`src/hw/rtl/pfde_pkg.sv`:
```
`default_nettype none

package pfde_pkg;

    // screen geometry
    localparam int SCREEN_WIDTH = 128;
    localparam int PAGE_COUNT   = 8;
    localparam int SCREEN_ROWS  = PAGE_COUNT * 8;
    localparam int STORE_SIZE   = PAGE_COUNT * SCREEN_WIDTH;

    // widths derived from the geometry
    localparam int XW = $clog2(SCREEN_WIDTH);
    localparam int PW = (PAGE_COUNT > 1) ? $clog2(PAGE_COUNT) : 1;
    localparam int RW = PW + 3;
    localparam int AW = $clog2(STORE_SIZE);

    // command queue between front and back
    localparam int QUEUE_DEPTH = 2;
    localparam int QPW = (QUEUE_DEPTH > 1) ? $clog2(QUEUE_DEPTH) : 1;
    localparam int QCW = $clog2(QUEUE_DEPTH + 1);

    localparam logic [2:0] BIT_MASK = 3'h7;

    typedef enum logic [2:0] {
        OP_CLEAR = 3'd0,
        OP_PIXEL = 3'd1,
        OP_FILL  = 3'd2,
        OP_BLIT  = 3'd3,
        OP_READ  = 3'd4
    } t_op;

    typedef enum logic [2:0] {
        K_NOP,
        K_CLEAR,
        K_DRAW,
        K_FILL,
        K_READ
    } t_kind;

    typedef enum logic [2:0] {
        S_INIT,
        S_IDLE,
        S_CLEAR,
        S_FETCH,
        S_MODIFY
    } t_state;

    // classified command, already clipped to the screen
    typedef struct packed {
        t_kind           kind;
        logic            color;
        logic [7:0]      lanes;
        logic [XW-1:0]   x_lo;
        logic [XW-1:0]   x_hi;
        logic [PW-1:0]   page_lo;
        logic [PW-1:0]   page_hi;
        logic [2:0]      bit_lo;
        logic [2:0]      bit_hi;
    } t_cmd;

    function automatic logic [AW-1:0] store_addr(input logic [PW-1:0] page,
                                                 input logic [XW-1:0] x);
        int sum;
        sum = int'(page) * SCREEN_WIDTH + int'(x);
        return AW'(sum);
    endfunction

endpackage

`default_nettype wire

```
`src/hw/rtl/pfde_queue.sv`:
```
`default_nettype none

module pfde_queue
    import pfde_pkg::*;
(
    input  wire logic i_clk,
    input  wire logic i_rst_n,
    input  wire logic i_push,
    input  wire t_cmd i_cmd,
    input  wire logic i_pop,
    output t_cmd      o_cmd,
    output logic      o_valid,
    output logic      o_full
);

    t_cmd             r_mem [QUEUE_DEPTH];
    logic [QPW-1:0]   r_wr;
    logic [QPW-1:0]   r_rd;
    logic [QCW-1:0]   r_count;
    logic [QPW-1:0]   n_wr;
    logic [QPW-1:0]   n_rd;
    logic [QCW-1:0]   n_count;

    always_comb begin
        n_wr    = r_wr;
        n_rd    = r_rd;
        n_count = r_count;
        if (i_push) begin
            n_wr = (r_wr == QPW'(QUEUE_DEPTH - 1)) ? '0 : r_wr + 1'b1;
        end
        if (i_pop) begin
            n_rd = (r_rd == QPW'(QUEUE_DEPTH - 1)) ? '0 : r_rd + 1'b1;
        end
        if (i_push && !i_pop) begin
            n_count = r_count + 1'b1;
        end else if (!i_push && i_pop) begin
            n_count = r_count - 1'b1;
        end
    end

    always_ff @(posedge i_clk) begin
        if (!i_rst_n) begin
            r_wr    <= '0;
            r_rd    <= '0;
            r_count <= '0;
        end else begin
            r_wr    <= n_wr;
            r_rd    <= n_rd;
            r_count <= n_count;
        end
    end

    always_ff @(posedge i_clk) begin
        if (i_push) begin
            r_mem[r_wr] <= i_cmd;
        end
    end

    assign o_cmd   = r_mem[r_rd];
    assign o_valid = r_count != '0;
    assign o_full  = r_count == QCW'(QUEUE_DEPTH);

endmodule

`default_nettype wire

```
`config.mk`:
```
export PLATFORM = sky130hd
export DESIGN_NAME = pfde_queue
export DESIGN_NICKNAME = d
export VERILOG_FILES = /design/src/hw/rtl/pfde_pkg.sv /design/src/hw/rtl/pfde_queue.sv
export SDC_FILE = /design/constraint.sdc
export NUM_CORES = 1
export LEC_CHECK = 0
export ABC_AREA = 1
export BUFFER_PORTS_ARGS = -buffer_cell sky130_fd_sc_hd__buf_2
export CAP_MARGIN = 20
export CORE_ASPECT_RATIO = 1.4
export CORE_MARGIN = 5
export CORE_UTILIZATION = 35
export CTS_CLUSTER_SIZE = 14
export DETAILED_ROUTE_END_ITERATION = 8
export GPL_TIMING_DRIVEN = 0
export HOLD_SLACK_MARGIN = 0.15
export SYNTH_ARGS = -nofsm -noshare
export SYNTH_HDL_FRONTEND = slang
export SYNTH_SLANG_ARGS = --single-unit
```
`constraint.sdc`:
```
create_clock -name i_clk -period 3.39 [get_ports i_clk]
set_input_delay 0.1695 -clock i_clk [delete_from_list [all_inputs] [get_ports i_clk]]
set_output_delay 0.1695 -clock i_clk [all_outputs]
set_load 0.01 [all_outputs]
```
Yosys cells after proc, flatten, opt, wreduce, memory -nomap -nowiden. Memory sizes are Yosys's and may differ from the RTL's. A register that Yosys moved wholly into a read port is not among the register bits. Index checks and enable logic that the tools add are counted.

Add/sub/neg operators: 4. Eq/ne operators: 1. Reductions and logical operators: 6. Mux-type cells: 8.

Operator list (number): 1-bit two-way mux (6); 2-bit two-way mux (2); 2-bit nonzero test (2); 1-bit adder (second input constant) (2); 2-bit by 1-bit adder with 2-bit output (second input constant) (1); 2-bit equality test (second input constant) (1); 1-bit logical AND (2); 1-bit zero test (2); 2-bit by 1-bit subtractor with 2-bit output (second input constant) (1).

Memories kept: 1. Flip-flop bits (word level): 4. Bits in writable memories: 76. Word-level logic and storage cells: 23.

Memories: r_mem (depth 2, bits a word 38, rd ports 1, clocked after memory_dff 1, wr ports 1, RTL line pfde_queue.sv:16) `t_cmd r_mem [QUEUE_DEPTH];`.

Longest topological paths before layout.
Word-level depth: 4. Depth in mapped cells: 8. Mapped depth without buffers: 8.

Least setup slack after synthesis. No wires, ideal clock.

Kind: reg2reg. Start: reg r_wr. End: mem r_mem[0][0] (netlist name), enable pin. Stages on the path, launching flop included: 2. Arrival time: 1.924 ns. Path buffers: 0. Clock period less this slack: 2.358 ns. Path slack: 1.032 ns. Cell sequence: dfxtp_1 > nor2_1.

RTL lines: from (decl) (RTL line pfde_queue.sv:17) `logic [QPW-1:0] r_wr;`; from (signal assigned) (RTL line pfde_queue.sv:47) `r_wr <= n_wr;`; to (decl) (RTL line pfde_queue.sv:16).

No word-level cell before the write port.

==> results.txt <==
The placement row count came out at 40. Hold timing on the final database bottoms out at a slack of 0.246 ns. The tools report the clock insertion delay at the later pin of the skew report as 0.33 ns. The tools report the buffer type at the clock tree root as clkbuf_16. The maximum fanout along the worst path is 10, and the placed wire-length estimate is 3670 um.

In the final design database the tool counted 330 nets. The fraction of final layout cells sized beyond drive strength 1 is 46.9%. The detailed-router iteration count before antenna repair is 4, and the compound-gate portion of the synthesized area is 0.328%. The run gives 0.00320 ns as the clock tree skew after final layout. Total power for the finished layout comes to 2.27 mW.

Critical path endpoint category: an output port. The number of stages on the worst hold path works out to 3. In this run the tightest slew margin relative to its limit is 41.9%.

Global routing consumed, over all layers together, 11.1% of the routing resources. Buffers inserted during clock tree synthesis total 9. Summed over all cells, the static leakage comes to 1.71 nW. The tools report the synthesized instance count as 153. The transition at the pin with the smallest max-transition slack was 0.870 ns; the number of nets in the synthesized netlist was 196. The overall die width is 88.9 um, and the data arrival time of the critical path is 1.48 ns.

The die is 120 um tall. The tools report the die area as 10700 um2. Measured in cells, the most critical reg-to-reg path has a length of 2.

The required time at the worst-slack endpoint came out at 3.22 ns. The main combinational cell family by area after synthesis was multiplexers. Dividing the final minimum period by the clock period gives 48.6%. After the first detailed-routing iteration, the DRC count stood at 70. The path class of the tightest hold or removal check is input port to flip-flop.

The via count of the first global-routing pass came out at 1831. In this run the biggest area consumer among cell types represents 74.8% of the synthesized area. The library cell used most frequently in the layout, excluding fill and tap cells, is buf_2. The total global routing overflow is 0, and the count of input and output buffers is 81. The longest clock path from root to sink contains 2 buffers. In this run, synthesis produced a sequential element count of 81. The startpoint identified for the worst register-to-register timing path is r_wr$_SDFFE_PN0P_. The shortest period the worst path allows came out at 1.65 ns.

The dominant cell type by area after synthesis was edfxtp_1. The post-detailed-route wirelength per cell was 14.3 um; the number of warning messages in the yosys log was 0. For the area of the placeable core, the log shows 8560 um2. Across the VDD grid, the largest voltage drop is 291 uV. In this run the cell area of the synthesized design comes to 3050 um2. STA classifies the critical path startpoint as a flip-flop. The H-tree generated during clock tree synthesis spans 3 levels. The simple-gate share of the synthesized area is 2.46%, and the total number of vias is 1738. After the flow finishes, the layout carries non-filler instances totaling 397. In this run, distinct cell masters in the synthesized netlist total 14. Derived from the worst setup path, the maximum achievable clock frequency is 0.607 GHz. The final layout contains routed wiring with a total length of 5670 um. Dividing the synthesized area by the synthesized cell count gives 19.9 um2. For the final-layout setup total negative slack, the log shows 0 ns. The share of the Yosys chip area taken by registers is 78.1%.

The vias per cell works out to 4.38. Counting every sink on the clock net gives 81. The number of buffers inserted to repair setup after CTS was 0.

Critical path start-end classification: flip-flop to output port. 0 antenna diodes ended up in the layout. From synthesis to final layout, the design area changed by 40.3%. Leaving out fill and tap cells, the most frequent cells in the layout are 82 x buf_2, 76 x edfxtp_1, 41 x dlygate4sd3_1, 20 x mux2_4, 18 x mux2_2.

For the total placed cells including tap cells, the log shows 340. Max-cap violations in this run came to 0. Clock-pin slew was measured on the worst setup and hold paths at 0.06 ns.

Summing the areas of all xor and xnor instances in the mapped netlist gives 0% of the synthesized area. After Yosys synthesis, full adders, half adders and majority gates account for 0.410% of the synthesized area. The filler cell count was 722; the maximum number of pins on one net before global-route repair was 39. TritonCTS built the clock tree.

The run gives 41 as the post-cts hold buffer count. The fraction of synthesized area in multiplexers is 16.5%, and the number of hold-slack violations in the final timing report is 0. The power density over the cells is 531 nW/um2. The run gives 0 as the number of antenna violations at the first check in global routing.

The worst hold path begins at i_push. Setup repair after global routing left no endpoint under its margin. In the post-synthesis netlist, the biggest area contributors are edfxtp_1 75%, mux2_4 9.8%, mux2_2 6.6%, dfxtp_1 3.3%, nand2_1 1.1%. For the total of endpoints with negative setup slack in the final report, the log shows 0. The count of nets left with antenna violations once routing finished came out at 0.

Post-CTS resize count: 0. Summing all non-filler instances in the final layout gives an area of 4280 um2. The first global-routing pass estimated 8610 um of wire.

The initial utilization of the core area, before any placement, comes to 35.7%. The flow ran to the end, and the final reports show no timing, DRC or antenna violations. The routability congestion estimate from global placement is 0.666, and the area of placed instances is 3620 um2.

After detailed routing, the number of remaining DRC violations is 0. The logs give 0 for the max-slew violation total from the final report and 82 for the count of pins on the block boundary.
-- registers in the layout, summed over array words and instances (netlist names), named ones only --
register / count
r_wr: 1
r_count: 2
r_mem: 76
r_rd: 1
-- synthesized netlist by cell type --
master,instances
mux2_2,18
nand3_1,1
dfxtp_1,5
a21oi_1,1
buf_6,3
edfxtp_1,76
nand4_1,1
buf_2,1
nor2_1,8
nand2_1,9
mux2_4,20
inv_1,8
ha_1,1
o21ai_0,1
-- power by group --
part | internal (mW) | switching [mW]
combinational | 0.145 | 0.123
sequential | 1.16 | 0.0136
clock | 0.490 | 0.346
-- worst paths after layout --
kind	to	slack, ns
setup reg to reg	r_mem[1][3]$_DFFE_PP_	1.85
hold reg to reg	flip-flop	0.50
hold / removal	r_count[0]$_SDFFE_PN0P_	0.25
setup / recovery	o_cmd[15]	1.74
-- cell families after synthesis --
| kind of cell | count (synthesis) |
|---|---|
| buf+inv | 12 |
| flops | 81 |
| mux | 38 |
| compound gates | 2 |
| fa+ha+maj | 1 |
| simple gates | 19 |
-- area by class of cell --
type	count	area [um2]	area share, %
clock inverters	4	20.0	0.467
clock buffers	12	236	5.52
multi-input cells	60	608	14.2
repair buffers	123	836	19.5
inverters	8	30.0	0.701
plain buffers	4	38.8	0.906
flip-flops and latches	81	2380	55.6
well taps	105	131	3.07
-- routing by layer --
layer / part of all wire (%) / up-vias / track usage [%]
met3: 6.3 / 13 / 3.34
met4: 2.6 / 0 / 7.37
li1: - / 843 / -
met5: 0 / - / 0
met2: 52 / 56 / 18.2
met1: 39 / 826 / 12.1
-- metrics by stage --
step                      util, %  setup slack (ns)
after global routing         50.0              1.64
final                        50.0              1.74
after detailed placement     42.3              1.81
after global placement       41.9           -0.0317
after CTS                    50.0              1.68
after floorplan                 -              1.03
-- worst max-delay path, stage by stage, from the launching register on --
cell and delay [ns]:
dfxtp_1 0.34, buf_6 0.16, buf_6 0.19, mux2_4 0.31, buf_2 0.14
Power figures use the tool's default switching activity.
