===== config.mk =====
export PLATFORM = sky130hd
export DESIGN_NAME = pfde_front
export DESIGN_NICKNAME = d
export VERILOG_FILES = /design/src/hw/rtl/pfde_pkg.sv /design/src/hw/rtl/pfde_front.sv
export SDC_FILE = /design/constraint.sdc
export NUM_CORES = 1
export LEC_CHECK = 0
export ABC_AREA = 1
export BUFFER_PORTS_ARGS = -buffer_cell sky130_fd_sc_hd__buf_4
export CAP_MARGIN = 20
export CORE_AREA = 5 5 98 100
export DETAILED_ROUTE_END_ITERATION = 10
export DIE_AREA = 0 0 103 105
export SLEW_MARGIN = 20
export SYNTH_ARGS = -nofsm -noshare
export SYNTH_HDL_FRONTEND = slang
export SYNTH_SLANG_ARGS = --single-unit

===== constraint.sdc =====
create_clock -name vclk -period 6.8
set_input_delay 1.7 -clock vclk [all_inputs]
set_output_delay 1.7 -clock vclk [all_outputs]
set_load 0.01 [all_outputs]

===== src/hw/rtl/pfde_pkg.sv =====
`default_nettype none

package pfde_pkg;

    // screen geometry
    localparam int SCREEN_WIDTH = 128;
    localparam int PAGE_COUNT   = 8;
    localparam int SCREEN_ROWS  = PAGE_COUNT * 8;
    localparam int STORE_SIZE   = PAGE_COUNT * SCREEN_WIDTH;

    // widths derived from the geometry
    localparam int XW = $clog2(SCREEN_WIDTH);
    localparam int PW = (PAGE_COUNT > 1) ? $clog2(PAGE_COUNT) : 1;
    localparam int RW = PW + 3;
    localparam int AW = $clog2(STORE_SIZE);

    // command queue between front and back
    localparam int QUEUE_DEPTH = 2;
    localparam int QPW = (QUEUE_DEPTH > 1) ? $clog2(QUEUE_DEPTH) : 1;
    localparam int QCW = $clog2(QUEUE_DEPTH + 1);

    localparam logic [2:0] BIT_MASK = 3'h7;

    typedef enum logic [2:0] {
        OP_CLEAR = 3'd0,
        OP_PIXEL = 3'd1,
        OP_FILL  = 3'd2,
        OP_BLIT  = 3'd3,
        OP_READ  = 3'd4
    } t_op;

    typedef enum logic [2:0] {
        K_NOP,
        K_CLEAR,
        K_DRAW,
        K_FILL,
        K_READ
    } t_kind;

    typedef enum logic [2:0] {
        S_INIT,
        S_IDLE,
        S_CLEAR,
        S_FETCH,
        S_MODIFY
    } t_state;

    // classified command, already clipped to the screen
    typedef struct packed {
        t_kind           kind;
        logic            color;
        logic [7:0]      lanes;
        logic [XW-1:0]   x_lo;
        logic [XW-1:0]   x_hi;
        logic [PW-1:0]   page_lo;
        logic [PW-1:0]   page_hi;
        logic [2:0]      bit_lo;
        logic [2:0]      bit_hi;
    } t_cmd;

    function automatic logic [AW-1:0] store_addr(input logic [PW-1:0] page,
                                                 input logic [XW-1:0] x);
        int sum;
        sum = int'(page) * SCREEN_WIDTH + int'(x);
        return AW'(sum);
    endfunction

endpackage

`default_nettype wire


===== src/hw/rtl/pfde_front.sv =====
`default_nettype none

module pfde_front
    import pfde_pkg::*;
(
    input  wire logic [2:0] i_op,
    input  wire logic [7:0] i_pos_x,
    input  wire logic [7:0] i_pos_y,
    input  wire logic [7:0] i_span_w,
    input  wire logic [7:0] i_span_h,
    input  wire logic       i_color,
    input  wire logic [7:0] i_bitmap_row,
    input  wire logic [4:0] i_byte_column,
    input  wire logic [7:0] i_bitmap_byte,
    input  wire logic [2:0] i_read_page,
    output t_cmd            o_cmd
);

    logic       x_ok;
    logic       y_ok;
    logic [8:0] x_end;
    logic [8:0] x_lim;
    logic [8:0] x_last;
    logic [8:0] y_end;
    logic [8:0] y_lim;
    logic [8:0] y_last;
    logic [8:0] blit_row;
    logic       blit_row_ok;
    logic [8:0] blit_base;
    logic [7:0] blit_lanes;
    logic       page_ok;

    always_comb begin
        x_ok   = 9'(i_pos_x) < 9'(SCREEN_WIDTH);
        y_ok   = 9'(i_pos_y) < 9'(SCREEN_ROWS);
        x_end  = 9'(i_pos_x) + 9'(i_span_w);
        x_lim  = (x_end > 9'(SCREEN_WIDTH)) ? 9'(SCREEN_WIDTH) : x_end;
        x_last = x_lim - 9'd1;
        y_end  = 9'(i_pos_y) + 9'(i_span_h);
        y_lim  = (y_end > 9'(SCREEN_ROWS)) ? 9'(SCREEN_ROWS) : y_end;
        y_last = y_lim - 9'd1;

        blit_row    = 9'(i_pos_y) + 9'(i_bitmap_row);
        blit_row_ok = (i_bitmap_row < i_span_h) && (blit_row < 9'(SCREEN_ROWS));
        blit_base   = 9'(i_pos_x) + 9'({i_byte_column, 3'b000});
        page_ok     = 6'(i_read_page) < 6'(PAGE_COUNT);
    end

    // one lane per bitmap bit, lane 0 is the leftmost pixel
    always_comb begin
        logic [8:0] col;
        logic [8:0] scr;
        for (int i = 0; i < 8; i++) begin
            col = 9'({i_byte_column, 3'b000}) + 9'(i);
            scr = 9'(i_pos_x) + col;
            blit_lanes[i] = i_bitmap_byte[7 - i] && (col < 9'(i_span_w))
                            && (scr < 9'(SCREEN_WIDTH));
        end
    end

    always_comb begin
        o_cmd      = '0;
        o_cmd.kind = K_NOP;
        case (i_op)
            OP_CLEAR: begin
                o_cmd.kind = K_CLEAR;
            end
            OP_PIXEL: begin
                if (x_ok && y_ok) begin
                    o_cmd.kind    = K_DRAW;
                    o_cmd.color   = i_color;
                    o_cmd.lanes   = 8'h01;
                    o_cmd.x_lo    = XW'(i_pos_x);
                    o_cmd.page_lo = PW'(RW'(i_pos_y) >> 3);
                    o_cmd.page_hi = PW'(RW'(i_pos_y) >> 3);
                    o_cmd.bit_lo  = i_pos_y[2:0] & BIT_MASK;
                    o_cmd.bit_hi  = i_pos_y[2:0] & BIT_MASK;
                end
            end
            OP_FILL: begin
                if (x_ok && y_ok && (i_span_w != 8'd0) && (i_span_h != 8'd0)) begin
                    o_cmd.kind    = K_FILL;
                    o_cmd.color   = i_color;
                    o_cmd.x_lo    = XW'(i_pos_x);
                    o_cmd.x_hi    = XW'(x_last);
                    o_cmd.page_lo = PW'(RW'(i_pos_y) >> 3);
                    o_cmd.page_hi = PW'(RW'(y_last) >> 3);
                    o_cmd.bit_lo  = i_pos_y[2:0];
                    o_cmd.bit_hi  = y_last[2:0];
                end
            end
            OP_BLIT: begin
                if (blit_row_ok && (blit_lanes != 8'h00)) begin
                    o_cmd.kind    = K_DRAW;
                    o_cmd.color   = 1'b1;
                    o_cmd.lanes   = blit_lanes;
                    o_cmd.x_lo    = XW'(blit_base);
                    o_cmd.page_lo = PW'(RW'(blit_row) >> 3);
                    o_cmd.page_hi = PW'(RW'(blit_row) >> 3);
                    o_cmd.bit_lo  = blit_row[2:0];
                    o_cmd.bit_hi  = blit_row[2:0];
                end
            end
            OP_READ: begin
                if (x_ok && page_ok) begin
                    o_cmd.kind    = K_READ;
                    o_cmd.x_lo    = XW'(i_pos_x);
                    o_cmd.page_lo = PW'(i_read_page);
                end
            end
            default: begin
                o_cmd.kind = K_NOP;
            end
        endcase
    end

endmodule

`default_nettype wire


# ---- Yosys cells after proc, flatten, opt, wreduce, memory -nomap -nowiden
# Index checks and enable logic that the tools add are counted.
dict set report totals {
  register_bits 0
  latchBits 0
  mem_bits_rw 0
  rom_bits 0
  in_bits 60
  output_inout_bits 38
  n_memories 0
}
dict set report classes {
  addsub 20
  n_mul 0
  div 0
  magnitude_cmp 22
  n_eq_ne 4
  shift 0
  mux 18
  bitwise_logic 0
  n_reduce_logical 25
}
# cell count
set op_table {}
lappend op_table {{9-bit by 8-bit < comparator with 1-bit output, second input constant} 8}
lappend op_table {{8-bit by 9-bit adder with 9-bit output} 7}
lappend op_table {{9-bit by 8-bit < comparator with 1-bit output} 7}
lappend op_table {{8-bit by 3-bit adder with 9-bit output, second input constant} 4}
lappend op_table {{8-bit by 8-bit adder with 9-bit output} 4}
lappend op_table {{18-bit two-way mux} 2}
lappend op_table {{7-bit one-hot mux with 4 select lines} 1}
lappend op_table {{9-bit one-hot mux with 3 select lines} 1}
lappend op_table {{26-bit two-way mux} 1}
lappend op_table {{12-bit two-way mux} 2}
lappend op_table {{8-bit nonzero test} 3}
lappend op_table {{1-bit logical AND} 21}
lappend op_table {{7-bit two-way mux} 3}
lappend op_table {{8-bit by 2-bit adder with 9-bit output, second input constant} 2}
lappend op_table {{8-bit < comparator} 2}
lappend op_table {{8-bit one-hot mux with 2 select lines} 1}
lappend op_table {{3-bit one-hot mux with 5 select lines} 1}
lappend op_table {{3-bit one-hot mux with 4 select lines} 1}
lappend op_table {{8-bit by 1-bit adder with 9-bit output, second input constant} 1}
lappend op_table {{9-bit by 7-bit > comparator with 1-bit output, second input constant} 1}
lappend op_table {{9-bit by 8-bit > comparator with 1-bit output, second input constant} 1}
lappend op_table {{9-bit by 7-bit < comparator with 1-bit output, second input constant} 1}
lappend op_table {{3-bit two-way mux} 3}
lappend op_table {{8-bit by 7-bit < comparator with 1-bit output, second input constant} 1}
lappend op_table {{9 further kinds} 10}

# ---- Logic depth before layout (Yosys ltp)
# Gate-level depths: netlist of run 1.
dict set report logic_depth {
  word_depth 8
  mapped_depth 18
  ltp_nobuf 18
}

# ---- Worst setup path after synthesis of run 1
# No wires, ideal clock.
dict set report synth_timing {
  kind {in2out}
  from {input i_pos_x[0]}
  to {output o_cmd[16] in the netlist's numbering}
  arrival_time_ps 4026
  required_time_ps 5100
  setup_slack_ps 1074
  stages 16
  n_path_buf 0
  path_cell_list {ha_1 > fa_1 > or2_2 > nor2_1 > nand3_1 > nor2_1 > nand3_1 > nand2_1 > nand2_1 > inv_1 > nand2_1 > ha_1 > and2_1 > nand2_1 > nand2_1 > nor2_1}
}
# item line_no
set synth_lines {}
lappend synth_lines {{start, declared} pfde_front.sv:7} ;# input wire logic [7:0] i_pos_x,
lappend synth_lines {{end, declared} pfde_front.sv:16} ;# output t_cmd o_cmd

==> results of run 1 <==
synth_stat cells:
library cell / n / area (um^2)
a211oi_1: 2 / 15.0
a21oi_1: 17 / 85.1
a21oi_2: 2 / 17.5
a22oi_1: 5 / 37.5
a31oi_1: 2 / 12.5
a41oi_1: 1 / 8.76
and2_1: 1 / 6.26
buf_4: 1 / 7.51
buf_6: 1 / 11.3
clkinv_1: 1 / 3.75
fa_1: 4 / 80.1
ha_1: 44 / 551
inv_1: 91 / 342
inv_2: 3 / 11.3
inv_4: 1 / 6.26
nand2_1: 181 / 679
nand2_2: 5 / 31.3
nand2_4: 1 / 11.3
nand3_1: 54 / 270
nand3_2: 1 / 10.0
nand3b_1: 6 / 45.0
nand4_1: 12 / 75.1
nor2_1: 60 / 225
nor2_4: 4 / 45.0
nor3_1: 8 / 40.0
nor3_2: 1 / 10.0
nor3b_1: 1 / 7.51
nor4_1: 1 / 6.26
o2111ai_1: 3 / 26.3
o211ai_1: 2 / 15.0
o21a_1: 2 / 15.0
o21ai_0: 12 / 60.1
o21ai_1: 2 / 10.0
o21ai_2: 4 / 35.0
o31ai_1: 1 / 7.51
or2_2: 5 / 31.3
xnor2_1: 4 / 35.0
xor2_1: 3 / 26.3
logic make-up after synthesis:
kind of cell,count (synthesis),share of synthesized area (%)
and+or+nand+nor,341,51.3
buffers and inverters,98,13.1
AOI/OAI and AO/OA,55,11.9
adders and majority gates,48,21.6
xor gates and xnor gates,7,2.10
critical path, stage by stage:
cell and delay (ns):
buf_4 0.14, ha_1 0.24, fa_1 0.46, or2_2 0.32
nor2_1 0.12, nand3_1 0.14, nor2_1 0.15, nand3_1 0.08
nand2_1 0.10, nand2_1 0.10, inv_1 0.11, nand2_1 0.08
ha_1 0.23, and2_1 0.18, nand2_1 0.06, nand2_1 0.04
nor2_1 0.08, buf_4 0.12
final cells by class:
type                       count  area share [%]
inverter                      96            9.62
multi-input combinational    451            67.1
tap                          108            3.58
timing repair buffer          99            19.7
layout by cell type, fill, tap and decap left out, types with 2 or more instances in the layout:
cell / n
nand3_1: 54
a22oi_1: 5
o21ai_2: 4
buf_4: 99
o211ai_1: 2
nor3_1: 8
a31oi_1: 2
ha_1: 44
nand2_2: 5
o2111ai_1: 3
nor2_4: 4
o21a_1: 2
a211oi_1: 2
inv_2: 3
nand2_1: 181
o21ai_1: 2
inv_1: 91
xnor2_1: 4
o21ai_0: 12
nand4_1: 12
xor2_1: 3
nand3b_1: 6
fa_1: 4
a21oi_1: 17
a21oi_2: 2
nor2_1: 60
or2_2: 5
power by group:
part	switching [mW]	internal [mW]	total [mW]
combinational	0.168	0.109	0.277
sequential	0	0	0
clock	0	0	0
total	0.168	0.109	0.277
per-layer routing:
| metal | routed length (um) | share of wire (%) | GRT usage (%) |
|---|---|---|---|
| met1 | 4500 | 45 | 24.3 |
| met2 | 4870 | 49 | 33.4 |
| met3 | 534 | 5.3 | 0.999 |
| met4 | 82 | 0.82 | 1.48 |
| met5 | 0 | 0 | 0 |
worst max path at each step:
stage | startpoint | endpoint | slack [ns] | cells past startpoint
3_3_place_gp | i_pos_x[0] | o_cmd[16] | 0.78 | 18
4_1_cts | i_pos_x[0] | o_cmd[16] | 0.64 | 18
5_1_grt | i_pos_x[0] | o_cmd[16] | 0.32 | 18
3_5_place_dp | i_pos_x[0] | o_cmd[16] | 0.65 | 18
2_1_floorplan | i_pos_x[0] | o_cmd[16] | 1.07 | 16
6_report | i_pos_x[0] | o_cmd[16] | 0.64 | 18
per-stage QoR:
| stage | setup WS [ns] | power [mW] |
|---|---|---|
| floorplan | 1.07 | 0.187 |
| global placement | 0.776 | 0.272 |
| detailed placement | 0.648 | 0.275 |
| CTS | 0.645 | 0.277 |
| global route | 0.322 | 0.317 |
| finish | 0.640 | 0.277 |
==> flow_summary.ini, run 1 <==
[global_route]
antenna_found_initial = 0
grt_overflow = 0
grt_pass1_vias = 3622
grt_pass1_wl_mm = 16.6
grt_max_degree = 12
grt.total_usage_pct = 18.3

[routing]
vias = 3708
drt-initial-drc-count = 108
drtAntennaViolNets = 0
postRouteWirelength_mm = 9.98
remaining_drc_errors = 0
routed_via_density = 4.92
first_pass_iters = 4
routedWlPerCell_um = 13.2

[setup_path]
cp.arrival_ns = 4.46
cp-start-kind = input pin
criticalPathCategory = in -> out
end_kind = output pin
required_ns = 5.10
crit_fanout = 5

[finish]
drive_above_1_share_pct = 19.5
nClkBuffers = 0
layout.cells.non_filler = 754
syn_to_final_growth_pct = 29.5
nets = 756
multi_input_area_um2 = 2530
seq_cell_count = 0
antennaDiodeCount = 0
fin_area_um2 = 3770
postLayoutCoreUtil_pct = 43.9
seq_area_um2 = 0
fillers = 969

[floorplanning]
die_y_um = 105
initial_utilization_pct = 33.9
fp.dieW_um = 103
coreArea_um2 = 8590
dieArea_um2 = 10800
rows = 34
boundaryPins = 98

[power]
power.leakage_nw = 2.29
p_per_area_nw_per_um2 = 73.4
vdd_drop_max_uv = 31.3

[placement]
io_buffers = 98
gp_congestion = 0.901
placed_area_um2 = 3770
dpl.hpwl_mm = 8.91
dp.cells = 754

[synth]
synth_cells = 549
netlist_area_um2 = 2910
avgSynthCellArea_um2 = 5.31
syn_nets = 657
yosys_warnings = 0
yosysUniqueCellTypes = 38
ys_seq_area_share_pct = 0

[worst_hold_path]
hold_start = i_color
min_to = o_cmd[34]
min_delay_path_depth = 4
hp-class = in -> out

[sta]
period_needed_ns = 6.16
holdWs_ns = 3.68
setup_violations = 0
finalHoldViolCount = 0
period_share_pct = 90.6
slew_violations = 0
rsz0062_at_grt = no
max_freq_ghz = 0.162
tightest_slew_ns = 0.391
setup_tns_ns = 0
max_slew_margin_pct = 73.9

[clocking]
cts_setup_buffers = 0
cts_hold_buffers = 0
cts_resized = 0

[status]
outcome = completed

[run]
cap_violations = 0
Power figures use the tool's default switching activity.
==> inputs of run 2 (changes only) <==
PLACE_DENSITY = 0.69   (was not set)
==> run 2 against run 1 <==
Cell count shrank 0.13%. Highest routed layer unchanged. Largest cell class unchanged. Count of clock-buffer cells in the layout is the same. Utilization shrank 0.087 points. Critical path depth is the same. Power is essentially flat.
==> flow_summary.ini, run 2 (synthesis results as in run 1) <==
[power]
pwr-share-comb_pct = 100.0
clkPwrFrac_pct = 0
p_sw_share_pct = 60.5
p_seq_share_pct = 0
internal_power_mw = 0.109
power.net_switching_mw = 0.168
p_total_mw = 0.277
p_per_area_nw_per_um2 = 73.6
vdd_drop_max_uv = 29.1
power.leakage_nw = 2.29

[setup_path]
cp-start-kind = input pin
criticalPathCategory = in -> out
worst_path_max_delay_cell = fa_1
required_ns = 5.10
max_stage_delay_ns = 0.47
crit_fanout = 5
cp_num_cells = 18
cpLargestDelayFamily = simple AND/OR/NAND/NOR gates
worstPathCellList = buf_4 > ha_1 > fa_1 > or2_2 > nor2_1 > nand3_1 > nor2_1 > nand3_1 > nand2_1 > nand2_1 > inv_1 > nand2_1 > ha_1 > and2_1 > nand2_1 > nand2_1 > nor2_1 > buf_4
cp.arrival_ns = 4.48
cp_num_buf_inv = 3
end_kind = output pin
cp_common_cell = nand2_1

[global_route]
grt_overflow = 0
grt_max_degree = 12
grt_pass1_wl_mm = 15.8
grt.total_usage_pct = 17.4
antenna_found_initial = 0
grt_pass1_vias = 3568

[finish]
mostFrequentLayoutCells = 181 x nand2_1, 98 x buf_4, 91 x inv_1, 60 x nor2_1, 54 x nand3_1
fillers = 962
seq_cell_count = 0
nClkBuffers = 0
mostFrequentLayoutCell = nand2_1
postLayoutCoreUtil_pct = 43.8
multi_input_area_um2 = 2530
syn_to_final_growth_pct = 29.3
nets = 755
antennaDiodeCount = 0
seq_area_um2 = 0
drive_above_1_share_pct = 19.4

[routing]
routedWlPerCell_um = 13.2
vias = 3758
routed_via_density = 4.99
first_pass_iters = 4
drtAntennaViolNets = 0
remaining_drc_errors = 0
drt-initial-drc-count = 135
postRouteWirelength_mm = 9.92

[clocking]
cts_setup_buffers = 0
cts_hold_buffers = 0
cts_resized = 0

[worst_hold_path]
hp-class = in -> out
hold_start = i_color
min_to = o_cmd[34]
min_delay_path_depth = 4

[placement]
gp_congestion = 0.942
io_buffers = 98
dpl.hpwl_mm = 8.82

[sta]
rsz0062_at_grt = no
period_share_pct = 90.9
setup_tns_ns = 0
finalHoldViolCount = 0
setup_violations = 0
tightest_slew_ns = 0.373
slew_violations = 0
period_needed_ns = 6.18
max_freq_ghz = 0.162
max_slew_margin_pct = 75.1

[floorplanning]
fp.dieW_um = 103
boundaryPins = 98
die_y_um = 105
dieArea_um2 = 10800
initial_utilization_pct = 33.9
rows = 34
coreArea_um2 = 8590

[run]
cap_violations = 0

[status]
outcome = completed
==> run 2: metal layers <==
| layer | global-route usage [%] | part of all wire (%) | wire (um) |
|---|---|---|---|
| met2 | 30.9 | 48 | 4750 |
| met1 | 23.4 | 44 | 4390 |
| met4 | 1.85 | 0.90 | 89 |
| met3 | 1.40 | 7.0 | 691 |
| met5 | 0 | 0 | 0 |
==> run 2: power by group through the flow <==
stage	clock (mW)	sequential [mW]	combinational (mW)
final	0	0	0.277
after global routing	0	0	0.314
after CTS	0	0	0.276
after detailed placement	0	0	0.274
after global placement	0	0	0.270
after floorplan	0	0	0.187
==> run 2: worst max path at each step <==
stage,startpoint,endpoint
after floorplan,i_pos_x[0],o_cmd[16]
after detailed placement,i_pos_x[0],o_cmd[16]
after global placement,i_pos_x[0],o_cmd[16]
after global routing,i_pos_x[0],o_cmd[16]
after CTS,i_pos_x[0],o_cmd[16]
final,i_pos_x[0],o_cmd[16]
==> run 2: worst min-delay path: cells and delay by family <==
kind | cells | cell delay [ns]
buffers and inverters | 2 | 0.19
AND/OR/NAND/NOR | 2 | 0.09
==> run 2: stage by stage <==
stage                     cells  hold slack [ns]  instance area (um^2)  setup slack, ns
after floorplan             549             3.51                  2910             1.07
after global placement      753             3.68                  3760            0.764
after detailed placement    753             3.68                  3760            0.637
after CTS                   753             3.68                  3760            0.628
after global routing        753             3.71                  3760            0.398
final                       753             3.68                  3760            0.621
==> run 2: final cells by class <==
type                            count  share of cell area [%]
Inverter                           96                    9.64
Multi-Input combinational cell    451                    67.2
Timing Repair Buffer               98                    19.5
Tap cell                          108                    3.59
